===== src/rtl/sfsb_pkg.sv =====
package sfsb_pkg;

    localparam int unsigned DirectUnits = 24;
    localparam int unsigned PosW        = 6;
    localparam int unsigned FrameW      = 56;

    localparam logic [7:0] SenseOffPattern = 8'h1C;

    localparam logic [0:0] FuncScan     = 1'b0;
    localparam logic [0:0] FuncReadback = 1'b1;

    localparam logic [0:0] CfgUseExpander = 1'b0;
    localparam logic [0:0] CfgTimeout     = 1'b1;

    // decoder base for expander sensor group j
    function automatic logic [7:0] decoder_base(input logic [1:0] j);
        logic [7:0] r;
        case (j)
            2'd0:    r = 8'h0C;
            2'd1:    r = 8'h18;
            2'd2:    r = 8'h14;
            default: r = 8'h00;
        endcase
        return r;
    endfunction

    // control from sequencer to frame assembler
    typedef struct packed {
        logic       clear;
        logic       emit;
        logic [1:0] cyc;
        logic       half;
        logic       last;
    } t_frame_ctl;

endpackage


===== src/rtl/sfsb_frame_asm.sv =====
module sfsb_frame_asm (
    input  logic                          i_clk,
    input  sfsb_pkg::t_frame_ctl          i_ctl,
    input  logic                          i_use_expander,
    input  logic [6:0]                    i_addr,
    input  logic                          i_mot_valid,
    input  logic [6:0]                    i_mot_idx,
    input  logic                          i_mot_on,
    output logic [sfsb_pkg::FrameW-1:0]   o_frame
);

    // accumulator for motor bits of the frame in progress, one unit a cycle
    logic [55:0] r_acc, n_acc;
    logic [55:0] sens, bit_m;
    logic [6:0]  k, km;
    logic [4:0]  jm;
    logic [2:0]  v;

    always_comb begin
        sens  = '0;
        bit_m = '0;
        k     = i_addr - 7'(sfsb_pkg::DirectUnits);
        km    = i_mot_idx - 7'(sfsb_pkg::DirectUnits);
        v     = k[2:0];
        if (i_addr < 7'(sfsb_pkg::DirectUnits)) begin
            // byte 4 bits 23..16, byte 2 bits 39..32, byte 1 bits 47..40
            case (i_addr[4:3])
                2'd0:    sens[23 - i_addr[2:0]] = 1'b1;
                2'd1:    sens[39 - i_addr[2:0]] = 1'b1;
                default: sens[47 - i_addr[2:0]] = 1'b1;
            endcase
            if (i_use_expander && i_ctl.cyc == 2'd3) sens[55:48] = sfsb_pkg::SenseOffPattern;
        end else if (i_use_expander) begin
            if ((k >= 7'd24) == i_ctl.half && i_ctl.cyc == 2'd3) begin
                sens[55:48] = sfsb_pkg::decoder_base(
                    (k >= 7'd24) ? 2'((k - 7'd24) >> 3) : 2'(k >> 3))
                    | {v[0], v[1], v[2], 5'b0};
            end
        end
        jm = (km >= 7'd24) ? 5'(km - 7'd24) : km[4:0];
        if (i_mot_valid && i_mot_on) begin
            if (i_mot_idx < 7'(sfsb_pkg::DirectUnits)) begin
                case (i_mot_idx[4:3])
                    2'd0:    bit_m[7 - i_mot_idx[2:0]]  = 1'b1;
                    2'd1:    bit_m[15 - i_mot_idx[2:0]] = 1'b1;
                    default: bit_m[31 - i_mot_idx[2:0]] = 1'b1;
                endcase
            end else if (i_use_expander && (km >= 7'd24) == i_ctl.half
                         && (2'd2 - 2'(jm >> 3)) == i_ctl.cyc) begin
                bit_m[48 + km[2:0]] = 1'b1;
            end
        end
        n_acc = i_ctl.clear ? '0 : (r_acc | bit_m);
    end

    always_ff @(posedge i_clk) begin
        r_acc <= n_acc;
    end

    assign o_frame = r_acc | sens;

endmodule


===== src/rtl/splitflap_scan_frame_builder.sv =====
// channel  | direction | ports
// command  | in        | i_start/o_busy, i_func .. i_sensor_byte
// result   | out       | o_valid, o_frame, o_mux_cycle, o_mux_half, o_mux_latch, o_last
// config   | in        | i_cfg_we, i_cfg_idx, i_cfg_data
// a scan item updates start/stop for the addressed unit, then walks all units once for
// timeout (one unit a cycle through a single subtract and compare), then walks
// them eight more times building one frame per walk; busy throughout a scan
// a readback or ignored scan keeps busy high for one cycle
// reset is synchronous, active low; stamp and position memories are cleared
// by a pass over all NUM_UNITS entries after reset, during which busy is high
// results cannot be stalled, one per strobe
module splitflap_scan_frame_builder #(
    parameter int unsigned NUM_UNITS = 72
) (
    input  logic        i_clk,
    input  logic        i_rst_n,
    input  logic        i_start,
    output logic        o_busy,
    input  logic        i_func,
    input  logic [6:0]  i_unit_addr,
    input  logic [5:0]  i_target_pos,
    input  logic        i_unit_present,
    input  logic [31:0] i_now_ms,
    input  logic [7:0]  i_sensor_byte,
    input  logic        i_cfg_we,
    input  logic        i_cfg_idx,
    input  logic [15:0] i_cfg_data,
    output logic        o_valid,
    output logic [55:0] o_frame,
    output logic [1:0]  o_mux_cycle,
    output logic        o_mux_half,
    output logic        o_mux_latch,
    output logic        o_last
);

    typedef enum logic [2:0] {
        S_CLR, S_IDLE, S_RD, S_UPD, S_TMO, S_FRM, S_OUT, S_REP
    } t_state;

    t_state r_state;
    logic        r_use_exp;
    logic [15:0] r_tmo;
    logic [NUM_UNITS-1:0] r_motor;
    logic [31:0] stamp_mem [NUM_UNITS];
    logic [5:0]  pos_mem [NUM_UNITS];
    logic [6:0]  r_idx;
    logic [2:0]  r_fnum;
    logic [6:0]  r_addr;
    logic [5:0]  r_tgt;
    logic [31:0] r_now;
    logic [31:0] r_stamp_rd;
    logic [5:0]  r_pos_rd;
    logic        r_rd_ok;
    logic [31:0] diff;
    sfsb_pkg::t_frame_ctl ctl;
    logic [55:0] frame_c;
    logic        mot_valid;

    assign diff = r_now - r_stamp_rd;
    assign mot_valid = (r_state == S_FRM) && r_rd_ok;

    always_comb begin
        ctl.clear = (r_state == S_TMO) || (r_state == S_OUT);
        ctl.emit  = (r_state == S_OUT);
        ctl.cyc   = r_fnum[1:0];
        ctl.half  = r_fnum[2];
        ctl.last  = 1'b0;
    end

    sfsb_frame_asm u_asm (
        .i_clk          (i_clk),
        .i_ctl          (ctl),
        .i_use_expander (r_use_exp),
        .i_addr         (r_addr),
        .i_mot_valid    (mot_valid),
        .i_mot_idx      (r_idx - 7'd1),
        .i_mot_on       (r_motor[r_idx - 7'd1]),
        .o_frame        (frame_c)
    );

    // memory port: read at r_idx, written per state
    always_ff @(posedge i_clk) begin
        r_stamp_rd <= stamp_mem[r_idx];
        r_pos_rd   <= pos_mem[r_idx];
        if (r_state == S_CLR) begin
            stamp_mem[r_idx] <= '0;
            pos_mem[r_idx]   <= '0;
        end else if (r_state == S_IDLE && i_start && i_func == sfsb_pkg::FuncReadback
                     && i_unit_addr < 7'(NUM_UNITS)) begin
            pos_mem[i_unit_addr] <= i_sensor_byte[5:0];
        end else if (r_state == S_UPD) begin
            if (r_tgt != r_pos_rd && !r_motor[r_addr]) stamp_mem[r_addr] <= r_now;
        end
    end

    always_ff @(posedge i_clk) begin
        if (!i_rst_n) begin
            r_state   <= S_CLR;
            r_use_exp <= 1'b1;
            r_tmo     <= 16'd5000;
            r_motor   <= '0;
            r_idx     <= '0;
            r_fnum    <= '0;
            r_rd_ok   <= 1'b0;
            o_valid   <= 1'b0;
            o_last    <= 1'b0;
        end else begin
            o_valid <= 1'b0;
            o_last  <= 1'b0;
            if (i_cfg_we) begin
                if (i_cfg_idx == sfsb_pkg::CfgUseExpander) r_use_exp <= i_cfg_data[0];
                else r_tmo <= i_cfg_data;
            end
            case (r_state)
                S_CLR: begin
                    r_idx <= r_idx + 7'd1;
                    if (r_idx == 7'(NUM_UNITS - 1)) begin
                        r_idx   <= '0;
                        r_state <= S_IDLE;
                    end
                end
                S_IDLE: begin
                    if (i_start) begin
                        r_addr <= i_unit_addr;
                        r_tgt  <= i_target_pos;
                        r_now  <= i_now_ms;
                        if (i_func == sfsb_pkg::FuncScan && i_unit_present
                            && i_unit_addr < 7'(NUM_UNITS)) begin
                            r_idx   <= i_unit_addr;
                            r_state <= S_RD;
                        end else begin
                            // no frames: keep the repeat marker clear
                            r_idx   <= '0;
                            r_state <= S_REP;
                        end
                    end
                end
                S_RD: r_state <= S_UPD;
                S_UPD: begin
                    if (r_tgt != r_pos_rd && !r_motor[r_addr]) r_motor[r_addr] <= 1'b1;
                    else if (r_motor[r_addr] && r_tgt == r_pos_rd) r_motor[r_addr] <= 1'b0;
                    r_idx   <= '0;
                    r_rd_ok <= 1'b0;
                    r_state <= S_TMO;
                end
                S_TMO: begin
                    // r_stamp_rd belongs to r_idx-1 once r_rd_ok
                    if (r_rd_ok && r_motor[r_idx - 7'd1] && diff >= {16'd0, r_tmo})
                        r_motor[r_idx - 7'd1] <= 1'b0;
                    r_rd_ok <= 1'b1;
                    r_idx   <= r_idx + 7'd1;
                    if (r_rd_ok && r_idx == 7'(NUM_UNITS)) begin
                        r_idx   <= '0;
                        r_fnum  <= '0;
                        r_rd_ok <= 1'b0;
                        r_state <= S_FRM;
                    end
                end
                S_FRM: begin
                    r_rd_ok <= 1'b1;
                    r_idx   <= r_idx + 7'd1;
                    if (r_rd_ok && r_idx == 7'(NUM_UNITS)) r_state <= S_OUT;
                end
                S_OUT: begin
                    o_valid     <= 1'b1;
                    o_frame     <= frame_c;
                    o_mux_cycle <= r_fnum[1:0];
                    o_mux_half  <= r_fnum[2];
                    o_mux_latch <= r_use_exp;
                    r_idx       <= '0;
                    r_rd_ok     <= 1'b0;
                    r_fnum      <= r_fnum + 3'd1;
                    r_state     <= (r_fnum == 3'd7) ? S_REP : S_FRM;
                    if (r_fnum == 3'd7) r_idx <= 7'd127;
                end
                S_REP: begin
                    // r_idx 127 marks a real scan needing the repeat frame
                    if (r_idx == 7'd127) begin
                        o_valid     <= 1'b1;
                        o_last      <= 1'b1;
                        o_mux_cycle <= 2'd3;
                        o_mux_half  <= 1'b1;
                        o_mux_latch <= 1'b0;
                    end
                    r_idx   <= '0;
                    r_state <= S_IDLE;
                end
                default: r_state <= S_IDLE;
            endcase
        end
    end

    // stamps are kept when a motor stops, but a stopped motor's stamp is never
    // used so holding the stale stamp is equivalent
    assign o_busy = (r_state != S_IDLE);

    a_last_valid: assert property (@(posedge i_clk) disable iff (!i_rst_n)
        o_last |-> o_valid) else $error("last without strobe");
    a_last_mux: assert property (@(posedge i_clk) disable iff (!i_rst_n)
        o_last |-> (o_mux_cycle == 2'd3 && o_mux_half && !o_mux_latch))
        else $error("repeat frame fields");
    a_idle_quiet: assert property (@(posedge i_clk) disable iff (!i_rst_n)
        (r_state == S_IDLE) |-> !o_valid || $past(r_state == S_REP))
        else $error("strobe while idle");

endmodule


===== config.mk =====
export PLATFORM = sky130hd
export DESIGN_NAME = splitflap_scan_frame_builder
export DESIGN_NICKNAME = d
export VERILOG_FILES = /design/src/rtl/sfsb_pkg.sv /design/src/rtl/sfsb_frame_asm.sv /design/src/rtl/splitflap_scan_frame_builder.sv
export SDC_FILE = /design/constraint.sdc
export NUM_CORES = 2
export LEC_CHECK = 0
export BUFFER_PORTS_ARGS = -buffer_cell sky130_fd_sc_hd__clkbuf_2
export CAP_MARGIN = 20
export CORE_UTILIZATION = 63
export CTS_CLUSTER_DIAMETER = 80
export CTS_CLUSTER_SIZE = 25
export DETAILED_ROUTE_END_ITERATION = 7
export GPL_ROUTABILITY_DRIVEN = 0
export PLACE_DENSITY = 0.78
export SLEW_MARGIN = 5
export SYNTH_ARGS = -nofsm -noshare
export SYNTH_HDL_FRONTEND = slang
export SYNTH_SLANG_ARGS = --single-unit
export TNS_END_PERCENT = 50

===== constraint.sdc =====
create_clock -name i_clk -period 5.9 [get_ports i_clk]
set_input_delay 0.59 -clock i_clk [delete_from_list [all_inputs] [get_ports i_clk]]
set_output_delay 0.59 -clock i_clk [all_outputs]
set_load 0.05 [all_outputs]

; Word level (Yosys, flattened, before mapping)
; Memory sizes are Yosys's and may differ from the RTL's. A register that Yosys moved wholly into a read port is not among the register bits.
; Cells that the tools add are included.
[op_classes]
n_addsub = 16
n_lt_le_gt_ge = 24
eq_ne = 29
n_mux = 83
n_bitwise = 10
n_reduce_logical = 50
[op_table]
columns = cell, count
row1 = 32-bit by 1-bit >= comparator with 1-bit output (second input constant), 7
row2 = 32-bit by 7-bit less-than comparator with 1-bit output (second input constant), 7
row3 = 56-bit one-hot mux with 2 select lines, 2
row4 = 72-bit two-way mux, 3
row5 = 56-bit two-way mux, 3
row6 = 72-bit AND, 2
row7 = 72-bit inverter, 2
row8 = 72-bit one-hot mux with 2 select lines, 1
row9 = 56-bit bitwise OR, 2
row10 = 72-bit bitwise OR, 1
row11 = 8-bit two-way mux, 7
row12 = 7-bit two-way mux, 7
row13 = 48-bit two-way mux, 1
row14 = 1-bit demux with 6-bit select, 7
row15 = 7-bit one-hot mux with 6 select lines, 1
row16 = 32-bit by 16-bit >= comparator with 1-bit output, 1
row17 = 32-bit two-way mux, 1
row18 = 32-bit OR reduction, 1
row19 = 32-bit subtractor, 1
row20 = 1-bit two-way mux, 27
row21 = 1-bit logical AND, 25
row22 = 3-bit one-hot mux with 8 select lines, 1
row23 = 7-bit equality test (second input constant), 3
row24 = 3-bit two-way mux, 6
row25 = other kinds (52), 93
[word_totals]
regBits = 266
ram_bits = 2736
output_inout_bits = 63
n_memories = 2
[memory_table]
columns = memory, words, word_bits, read_ports, rd_clocked_by_memory_dff, write_ports, line_no
row1 = stamp_mem, 72, 32, 1, 1, 1, splitflap_scan_frame_builder.sv:44  ; logic [31:0] stamp_mem [NUM_UNITS];
row2 = pos_mem, 72, 6, 1, 1, 1, splitflap_scan_frame_builder.sv:45  ; logic [5:0] pos_mem [NUM_UNITS];

; Depth between registers and ports, before layout
[logic_depth]
word_depth = 13
mapped_depth = 24
ltp_nobuf = 21

; Hierarchy
; Synthesis repeated with hierarchy kept, for this count alone.
[unflattened]
hier_cells = 6191
hier_area_um2 = 121308.8
[by_module_without_submodules]
columns = mod, instances, cells_per_inst, area_each_um2, seq_area_each_um2
row1 = splitflap_scan_frame_builder, 1, 5944, 119358.2, 88174.6
row2 = sfsb_frame_asm, 1, 247, 1950.6, 640.6

; Worst setup path after synthesis
; Ideal clock, no wire load.
[synth_timing]
path_kind = in2reg
start = input i_rst_n
end = register r_addr[0] (enable)
setup_time_ns = 0.503
t_arrival_ns = 4.644
path_slack_ns = 0.754
path_stages = 6
cell_sequence = clkbuf_1 -> inv_2 -> clkbuf_1 -> clkbuf_1 -> clkbuf_1 -> nor3_1
[synth_between]
elab_chain_len = 1
[synth_lines]
columns = item, line_no
row1 = "start, declared", splitflap_scan_frame_builder.sv:16  ; input logic i_rst_n,
row2 = 3-bit AND reduction (no source line), n/a
row3 = "end signal, assigned", splitflap_scan_frame_builder.sv:124  ; r_addr <= i_unit_addr;
row4 = "end, declared", splitflap_scan_frame_builder.sv:48  ; logic [6:0] r_addr;
; Every way passes these cells.
; A chain may end at the register's enable or synchronous reset.

==> PnR_summary.wiki <==
{| class="wikitable"
! Metric !! Value
|-
| Outcome || finished, violations left
|-
| Failing checks || design-rule violations
|-
| Critical path required time || 6680 ps
|-
| Input/output buffers || 136
|-
| Master cell of the clock root buffer || sky130_fd_sc_hd__clkbuf_16
|-
| Number of pins with negative max-slew slack in the final report || 0
|-
| Overall track demand over capacity in global routing || 33.8%
|-
| Maximum clock rate || 182 MHz
|-
| # placed instances || 8639
|-
| Overflow left after global routing || 0
|-
| DRC || 74
|-
| WHS || 97.8 ps
|-
| Top library cells by usage in the layout, fill and taps aside || sky130_fd_sc_hd__edfxtp_1 (2841), sky130_fd_sc_hd__mux4_2 (884), sky130_fd_sc_hd__nand2_1 (321)
|-
| Class of the tightest hold or removal check || input port to flop
|-
| Clock sink total || 3016
|-
| Area occupied by registers || 0.0888 sq mm
|-
| Ratio of cells with drive above 1 in the final layout || 25.0%
|-
| Switching Fraction || 28.1%
|-
| Initial core utilization || 63.5%
|-
| Async set or reset register ratio after synthesis || 0%
|-
| Hold Fails Final Rpt || 0
|-
| Via count || 65500
|-
| Wire length of the first global-routing pass || 459 mm
|-
| Post-route total power || 44700 uW
|-
| Die ar. || 0.194 sq mm
|-
| Internal power || 32200 uW
|-
| Portion of total power attributed to the clock network || 25.1%
|-
| Clock transition at the registers of the reported paths || 90 ps
|-
| IO Pins || 139
|-
| Post-detail-place hpwl || 179 mm
|-
| Fin cells || 8910
|-
| Setup repair after global routing missed its margin || false
|-
| Peak VDD IR || 0.326 mV
|-
| Largest net degree at the start of global routing || 151
|-
| Via-per-instance ratio || 7.35
|-
| Overall die width || 440 microns
|-
| Vertical die dimension || 440 microns
|-
| Growth of design area from synthesis to finish || 8.56%
|-
| Synth Flop Type || sky130_fd_sc_hd__edfxtp_1
|-
| Post-DRT Antenna Nets || 0
|-
| Number of fill cells in the layout || 11200
|-
| Share of the cycle needed by the critical path after routing || 92.9%
|-
| Post-DR wirelength/cell || 36.4 microns
|-
| Final setup viols || 0
|-
| First DRT Iteration DRCs || 10300
|-
| Multi-input gate area in the final layout || 0.0311 sq mm
|-
| Number of buffers created by CTS || 144
|-
| Synthesis warning total || 0
|-
| Most common cell after layout, fill and taps aside || sky130_fd_sc_hd__edfxtp_1
|-
| Synthesized area || 0.121 sq mm
|-
| Clock Path Buffers || 3
|-
| Critical Path Sink Type || flop
|-
| Number of search-and-repair iterations in the first detailed-routing pass || 8
|-
| Synthesis-stage register bit count || 3016
|-
| Net count after synthesis || 6279
|-
| Power share of the sequential group || 53.3%
|-
| Number of H-tree levels || 4
|-
| Power density of the placed cells || 341 mW/mm^2
|-
| TritonCTS clock tree || yes
|-
| Post-route minimum period || 5480 ps
|-
| Number of antenna violations at the first check in global routing || 27
|-
| Vias in the first global route || 64400
|-
| Post-CTS setup buffers || 0
|-
| Worst-case headroom to the max-slew limit || 19.0%
|-
| Post-Synthesis Cells || 6140
|-
| Average size of a mapped cell || 19.7 sq um
|-
| Worst R2R Setup Slack || 420 ps
|-
| Wirelength, routed || 324 mm
|-
| Sum of negative setup slack || 0 ps
|-
| Netlist cell types || 90
|-
| Setup crit start kind || flop
|-
| Clock Latency Late Sink || 860 ps
|-
| Worst EP arrival || 6270 ps
|-
| Floorplan core area || 0.190 sq mm
|-
| CP Class || flop to flop
|-
| Max-cap violation count || 0
|-
| Relative contribution of combinational cells to total power || 21.7%
|-
| Highest net fanout along the worst path || 17
|-
| Post-Route Skew || 40.1 ps
|-
| Switching power of the nets || 12600 uW
|-
| Seq/Total Area, Yosys || 73.5%
|-
| Reported leakage power || 0.0399 uW
|-
| Total number of placement rows || 160
|-
| Final Net Count || 6469
|-
| Count of flip-flops with a built-in enable after synthesis || 2841
|-
| Slew at the pin closest to its max-slew limit || 1210 ps
|}
==> cells by family (layout without fill, tap and decap cells) <==
group | Yosys count | in the layout | share of synthesized area [%]
flops | 3016 | 3016 | 73.5
simple gates | 1012 | 1012 | 3.75
mux | 929 | 929 | 16.9
compound gates | 653 | 653 | 3.53
buf+inv | 430 | 678 | 1.44
fa+ha+maj | 63 | 63 | 0.658
xor+xnor | 37 | 37 | 0.290
other cells | 0 | 11 | 0
==> layout make-up <==
class	count	area share [%]
sequential	3016	67.7
multi-input combinational	2694	23.7
clock buffer	174	2.90
timing repair buffer	396	2.83
tap	2511	2.39
clock inverter	30	0.260
inverter	78	0.223
antenna	11	0.0210
==> critical path: stages (launching register included) <==
cell and delay (ps):
sky130_fd_sc_hd__edfxtp_1 410, sky130_fd_sc_hd__ha_1 370, sky130_fd_sc_hd__and2_1 190, sky130_fd_sc_hd__a221oi_2 390
sky130_fd_sc_hd__nand2_1 180, sky130_fd_sc_hd__a21o_1 210, sky130_fd_sc_hd__a21o_1 190, sky130_fd_sc_hd__a21oi_1 140
sky130_fd_sc_hd__o21bai_1 90, sky130_fd_sc_hd__xor2_1 200, sky130_fd_sc_hd__ha_1 280, sky130_fd_sc_hd__nand2_1 80
sky130_fd_sc_hd__nor3_1 80, sky130_fd_sc_hd__a221oi_1 290, sky130_fd_sc_hd__nand4_1 130, sky130_fd_sc_hd__nor4_1 280
sky130_fd_sc_hd__nand4_1 140, sky130_fd_sc_hd__or4_1 600, sky130_fd_sc_hd__o41a_1 470, sky130_fd_sc_hd__buf_4 250
sky130_fd_sc_hd__o221ai_1 250, sky130_fd_sc_hd__o311a_1 220
==> synth_stat cells (15+ instances only) <==
cell / count / area, sq um
sky130_fd_sc_hd__edfxtp_1: 2841 / 85300
sky130_fd_sc_hd__mux4_2: 884 / 19900
sky130_fd_sc_hd__nor2_1: 375 / 1410
sky130_fd_sc_hd__nand2_1: 322 / 1210
sky130_fd_sc_hd__clkbuf_1: 236 / 886
sky130_fd_sc_hd__dfxtp_1: 175 / 3500
sky130_fd_sc_hd__o21ai_0: 165 / 826
sky130_fd_sc_hd__a21oi_1: 125 / 626
sky130_fd_sc_hd__inv_1: 74 / 278
sky130_fd_sc_hd__nor3_1: 70 / 350
sky130_fd_sc_hd__ha_1: 62 / 776
sky130_fd_sc_hd__o22ai_1: 62 / 388
sky130_fd_sc_hd__a31oi_1: 57 / 357
sky130_fd_sc_hd__buf_2: 57 / 285
sky130_fd_sc_hd__and2_1: 50 / 313
sky130_fd_sc_hd__buf_1: 50 / 188
sky130_fd_sc_hd__nand3_1: 38 / 190
sky130_fd_sc_hd__mux2i_1: 31 / 310
sky130_fd_sc_hd__a32o_1: 27 / 270
sky130_fd_sc_hd__o211ai_1: 24 / 180
sky130_fd_sc_hd__nand2b_1: 21 / 131
sky130_fd_sc_hd__nand4_1: 20 / 125
sky130_fd_sc_hd__nor3b_1: 19 / 143
sky130_fd_sc_hd__xnor2_1: 19 / 166
sky130_fd_sc_hd__nor2b_1: 18 / 113
sky130_fd_sc_hd__o21a_1: 17 / 128
sky130_fd_sc_hd__a211oi_1: 16 / 120
sky130_fd_sc_hd__o21ai_1: 16 / 80.1
sky130_fd_sc_hd__o311ai_0: 16 / 140
sky130_fd_sc_hd__or3_1: 16 / 100
sky130_fd_sc_hd__xor2_1: 16 / 140
sky130_fd_sc_hd__nor4_1: 15 / 93.8
==> per-layer routing <==
layer / track usage [%] / share of wire [%] / vias to the layer above
met5: 0 / 0.045 / -
met4: 16.6 / 5.9 / 20
met3: 7.22 / 12 / 1009
met2: 54.0 / 49 / 5316
met1: 44.7 / 34 / 33600
li1: - / - / 25500
==> state kept, by name (all words and copies together), names as in the netlist, named ones only <==
register,flops
o_valid,1
r_use_exp,1
o_mux_latch,1
r_state,3
r_tgt,6
r_rd_ok,1
r_fnum,3
u_asm.r_acc,32
r_tmo,16
stamp_mem,2304
r_pos_rd,6
o_frame,56
r_stamp_rd,32
pos_mem,432
o_mux_cycle,2
r_idx,7
r_addr,7
r_now,32
o_last,1
o_mux_half,1
==> worst paths after layout <==
check | end | from | cells after the start
setup / recovery | flop | r_now[4] | 21
hold / removal | r_use_exp | i_cfg_idx | 4
setup reg to reg | flop | r_now[4] | 21
hold reg to reg | o_frame[2] | u_asm.r_acc[2] | 0
==> power by group through the flow <==
stage                     Clock [uW]  Sequential (uW)  Combinational [uW]
after floorplan                    0            24200                6250
after global placement             0            24300                9300
after detailed placement           0            24300                9430
after CTS                      11300            23800                9560
after global routing           11900            23800               10100
final                          11200            23800                9680
==> metrics by stage <==
step                      setup WS (ps)  utilization, %  cell area [sq um]
after floorplan                     754               -             121000
after global placement              641            66.4             126000
after detailed placement            566            66.4             126000
after CTS                           546            68.9             131000
after global routing                135            68.9             131000
final                               418            68.9             131000
==> timing repair <==
action | CTS | global route
hold endpoints to repair | 55 | 0
resized for setup | 0 | 0
hold buffers | 54 | 0
Note: power is estimated with default switching activity, not from simulation.
